--- config.mk ---
export PLATFORM = sky130hd
export DESIGN_NAME = ecdt_sqrt
export DESIGN_NICKNAME = d
export VERILOG_FILES = /design/src/rtl/core/ecdt_pkg.sv /design/src/rtl/core/ecdt_sqrt.sv
export SDC_FILE = /design/constraint.sdc
export NUM_CORES = 1
export LEC_CHECK = 0
export BUFFER_PORTS_ARGS = -buffer_cell sky130_fd_sc_hd__clkbuf_2
export CORE_ASPECT_RATIO = 0.8
export CORE_MARGIN = 3
export CORE_UTILIZATION = 60
export CTS_BUF_LIST = sky130_fd_sc_hd__clkbuf_4 sky130_fd_sc_hd__clkbuf_8
export CTS_CLUSTER_DIAMETER = 150
export DETAILED_ROUTE_END_ITERATION = 10
export PLACE_DENSITY = 0.8
export SLEW_MARGIN = 10
export SYNTH_ARGS = -nofsm -noshare
export SYNTH_HDL_FRONTEND = slang
export SYNTH_SLANG_ARGS = --single-unit
--- constraint.sdc ---
create_clock -name clk -period 9 [get_ports clk]
set_input_delay 0.9 -clock clk [delete_from_list [all_inputs] [get_ports clk]]
set_output_delay 0.9 -clock clk [all_outputs]
set_load 0.02 [all_outputs]
--- src/rtl/core/ecdt_pkg.sv ---
// Shared constants and codes for the city distance table.
package ecdt_pkg;

    localparam int ECDT_MAX_CITIES = 1024;
    localparam int ECDT_COORD_BITS = 24;

    localparam int INDEX_W = 10;
    localparam int COUNT_W = 11;
    localparam int SPAN_W  = 25;

    localparam logic KIND_WRITE = 1'b0;
    localparam logic KIND_QUERY = 1'b1;

endpackage

--- src/rtl/core/ecdt_sqrt.sv ---
// Bit-serial integer square root with round-to-nearest on the remainder.
module ecdt_sqrt
    import ecdt_pkg::*;
#(
    parameter int COORD_BITS = ECDT_COORD_BITS
) (
    input  logic                      clk,
    input  logic                      rst_n,
    input  logic                      start,
    input  logic [2*COORD_BITS:0]     radicand,
    output logic                      busy,
    output logic                      done,
    output logic [COORD_BITS:0]       root
);

    localparam int ROOT_W = COORD_BITS + 1;
    localparam int SQ_W   = 2 * ROOT_W;
    localparam int CNT_W  = $clog2(ROOT_W + 1);

    logic [SQ_W-1:0]   rem_reg,  rem_next;
    logic [SQ_W-1:0]   acc_reg,  acc_next;
    logic [SQ_W-1:0]   bit_reg,  bit_next;
    logic [CNT_W-1:0]  cnt_reg,  cnt_next;
    logic              busy_reg, busy_next;
    logic              done_reg, done_next;
    logic [ROOT_W-1:0] root_reg, root_next;

    logic [SQ_W:0]     trial;
    logic [ROOT_W-1:0] acc_low;

    assign trial   = {1'b0, acc_reg} + {1'b0, bit_reg};
    assign acc_low = acc_reg[ROOT_W-1:0];

    always_comb
    begin
        rem_next  = rem_reg;
        acc_next  = acc_reg;
        bit_next  = bit_reg;
        cnt_next  = cnt_reg;
        busy_next = busy_reg;
        done_next = 1'b0;
        root_next = root_reg;
        if (start)
        begin
            rem_next  = SQ_W'(radicand);
            acc_next  = '0;
            bit_next  = {2'b01, {(SQ_W-2){1'b0}}};
            cnt_next  = CNT_W'(ROOT_W);
            busy_next = 1'b1;
        end
        else if (busy_reg)
        begin
            if (cnt_reg != '0)
            begin
                // one root bit per step
                if ({1'b0, rem_reg} >= trial)
                begin
                    rem_next = rem_reg - trial[SQ_W-1:0];
                    acc_next = (acc_reg >> 1) + bit_reg;
                end
                else
                begin
                    acc_next = acc_reg >> 1;
                end
                bit_next = bit_reg >> 2;
                cnt_next = cnt_reg - 1'b1;
            end
            else
            begin
                // round up when s - r*r exceeds r
                root_next = acc_low + ROOT_W'(rem_reg > SQ_W'(acc_low));
                busy_next = 1'b0;
                done_next = 1'b1;
            end
        end
    end

    always_ff @(posedge clk or negedge rst_n)
    begin
        if (!rst_n)
        begin
            busy_reg <= 1'b0;
            done_reg <= 1'b0;
            cnt_reg  <= '0;
        end
        else
        begin
            busy_reg <= busy_next;
            done_reg <= done_next;
            cnt_reg  <= cnt_next;
        end
    end

    always_ff @(posedge clk)
    begin
        rem_reg  <= rem_next;
        acc_reg  <= acc_next;
        bit_reg  <= bit_next;
        root_reg <= root_next;
    end

    assign busy = busy_reg;
    assign done = done_reg;
    assign root = root_reg;

    a_start_idle: assert property (@(posedge clk) disable iff (!rst_n)
        start |-> !busy_reg)
        else $error("sqrt started while busy");

    a_done_pulse: assert property (@(posedge clk) disable iff (!rst_n)
        done_reg |=> !done_reg)
        else $error("sqrt done held longer than one cycle");

    a_busy_from_start: assert property (@(posedge clk) disable iff (!rst_n)
        $rose(busy_reg) |-> $past(start))
        else $error("sqrt went busy without start");

endmodule

==> reports/metrics.yaml <==
start_util_pct: 61.8
worst-path-max-fanout: 49
setup_tns_ns: 0
grt_max_degree: 68
crit_arrival_ns: 7.01
wire_per_inst_um: 19.8
avgSynthCellArea_um2: 8.44
start_kind: "register"
syn-num-nets: 1781
antennaDiodeCount: 0
synth-main-ff-cell: "dfxtp_1"
insertion_delay_ns: 0.48
synthCells: 1597
viasPerCell: 6.53
slew_headroom_pct: 28.2
cts_tree: "built"
dp_slack_ns: 2.23
worst_pin_slew_ns: 1.08
hold_violations: 0
cp.required_ns: 9.09
die_area_um2: 24300
synth_edf_count: 74
fin_skew_ns: 0.0234
async_flop_share_pct: 4.46
status: "completed"
clk_path_buf_depth: 2
num-fill-cells: 1848
yosysSeqAreaShare_pct: 29.1
htreeDepth: 4
drtAntennaViolNets: 0
route.met3.wl_mm: 4.48
gp_congestion: 0.995
ys_ff_latch: 157
grt_pass1_vias: 11500
clk_pin_slew_ns: 0.12
synthTopCellsByCount: "nand2_1, ha_1, o21ai_0, xnor2_1, a21oi_1"
power.density_nw_per_um2: 280
cts.repair.resized: 0
drc: 0
rows: 48
synth_top_cell_by_area: "edfxtp_1"
synth_cell_types: 83
fmax_ghz: 0.144
numCtsBuffers: 17
ir_worst_vdd_mv: 0.181
wl_met2_mm: 14.7
root_buffer: "clkbuf_8"
dp_hpwl_mm: 29.3
nNetsFinal: 1800
die_width_um: 174
dr.max_layer_used: "met4"
io_pins: 79
area_growth_pct: 6.46
antenna_found_initial: 0
worstSetupEndpointType: "register"
routed-via-count: 12600
drt_pass1_iterations: 5
fin_crit_sh_pct: 76.9
maxCapViolCount: 0
postCtsHoldBufs: 0
slew_viol_final: 0
drive_above_1_share_pct: 9.39
setup_violations: 0
port_buffers: 78
hold_path.class: "primary input to async pin"
grt_use_total_pct: 31.1
p_leak_uw: 0.00552
post-cts-setup-buffers: 0
chipHeight_um: 140
crit_type: "register to register"
finalCriticalPeriod_ns: 6.92
yosysTopAreaCellShare_pct: 16.5
synth_most_common_cell: "nand2_1"
drtIter0Drc: 1448
grt_pass1_wl_mm: 61.3
core_um2: 21800
post-route-worst-setup-slack_ns: 2.08
syn_area_um2: 13500
grt_overflow: 0
rsz0062_at_grt: "false"
clock_sinks: 157
synth.area.top_cells: "edfxtp_1, ha_1, dfxtp_1"
ys_warn_count: 0
met1Wirelength_mm: 18.4
wl_mm: 38.2
==> placed cells by master, fill, tap and decap left out, drive strengths merged, types with 7 or more instances in the layout <==
cell type	instances
dfxtp	76
nand3	35
nor2b	13
inv	68
clkbuf	94
a211oi	8
and3	23
nor4	14
a311oi	10
xor2	50
o22ai	21
o211ai	16
o31ai	16
clkinv	8
nor2	84
a21o	45
buf	8
a31o	11
ha	131
nor3	36
and2	9
dfrtp	7
a21oi	89
nor3b	7
nand4	35
nand2	181
o21ai	113
o21a	8
a31oi	52
mux2i	22
a22o	26
o21bai	21
edfxtp	74
nand2b	8
xnor2	100
==> per-layer routing <==
metal,track usage (%),up-vias
met5,0,-
met4,7.63,0
met3,7.29,53
met2,42.4,682
met1,48.8,5832
li1,-,6023
==> cell families (layout without fill, tap and decap cells) <==
logic type / count (synthesis) / after routing / share of synthesized area [%]
buffers and inverters: 149 / 181 / 4.50
DFF: 157 / 157 / 29.1
adders and majority gates: 132 / 132 / 12.3
xor gates and xnor gates: 150 / 150 / 9.75
and+or+nand+nor: 470 / 470 / 16.7
muxes: 25 / 25 / 1.89
AOI/OAI and AO/OA: 514 / 514 / 25.8
==> where the power goes <==
group / switching, uW / internal [uW] / total (uW)
combinational: 1400 / 926 / 2320
clock: 340 / 211 / 550
sequential: 172 / 972 / 1140
total: 1910 / 2110 / 4020
==> layout make-up <==
| class | count | area [um2] | area share, % |
|---|---|---|---|
| well taps | 300 | 375 | 2.62 |
| flip-flops and latches | 157 | 3920 | 27.3 |
| repair buffers | 85 | 443 | 3.09 |
| clock inverters | 15 | 170 | 1.19 |
| clock buffers | 17 | 234 | 1.63 |
| inverters | 64 | 240 | 1.68 |
| multi-input cells | 1291 | 8960 | 62.5 |
==> stage by stage <==
stage / total power, uW / cells / utilization (%) / hold WS [ns] / area (um2)
after floorplan: 2860 / 1597 / - / 0.455 / 13500
after global placement: 3380 / 1897 / 63.9 / 0.476 / 13900
after CTS: 3950 / 1929 / 65.8 / 0.224 / 14300
after global routing: 4290 / 1929 / 65.8 / 0.225 / 14300
after detailed placement: 3400 / 1897 / 63.9 / 0.488 / 13900
final: 4020 / 1929 / 65.8 / 0.243 / 14300
==> critical path, stage by stage (launching register included) <==
cell and delay [ns]:
dfxtp_1 0.52, ha_1 0.32, a31oi_1 0.31, nor4_1 0.10
o21ai_0 0.27, nand3_1 0.16, a2111oi_0 0.80, nor2_1 0.26
a21o_1 0.30, a31oi_1 0.21, xor2_1 0.10, ha_1 0.42
nand2_1 0.12, nor2_1 0.23, nand4_1 0.18, or3b_2 0.49
o221ai_1 0.21, a2bb2oi_1 0.31, a31oi_4 0.26, a21oi_1 0.11
inv_2 0.80
==> path summary, 6_finish.rpt <==
path / startpoint / end / slack, ns / cells after the start
min: rst_n / done / 0.24 / 1
max reg2reg: acc_reg[2] / rem_reg[29] / 2.08 / 20
min reg2reg: bit_reg[48] / bit_reg[48] / 0.50 / 2
max: acc_reg[2] / rem_reg[29] / 2.08 / 20
max in group asynchronous: rst_n / cnt_reg[4] / 8.58 / 1
min in group clk: bit_reg[48] / bit_reg[48] / 0.50 / 2
Note: power is estimated with default switching activity, not from simulation.
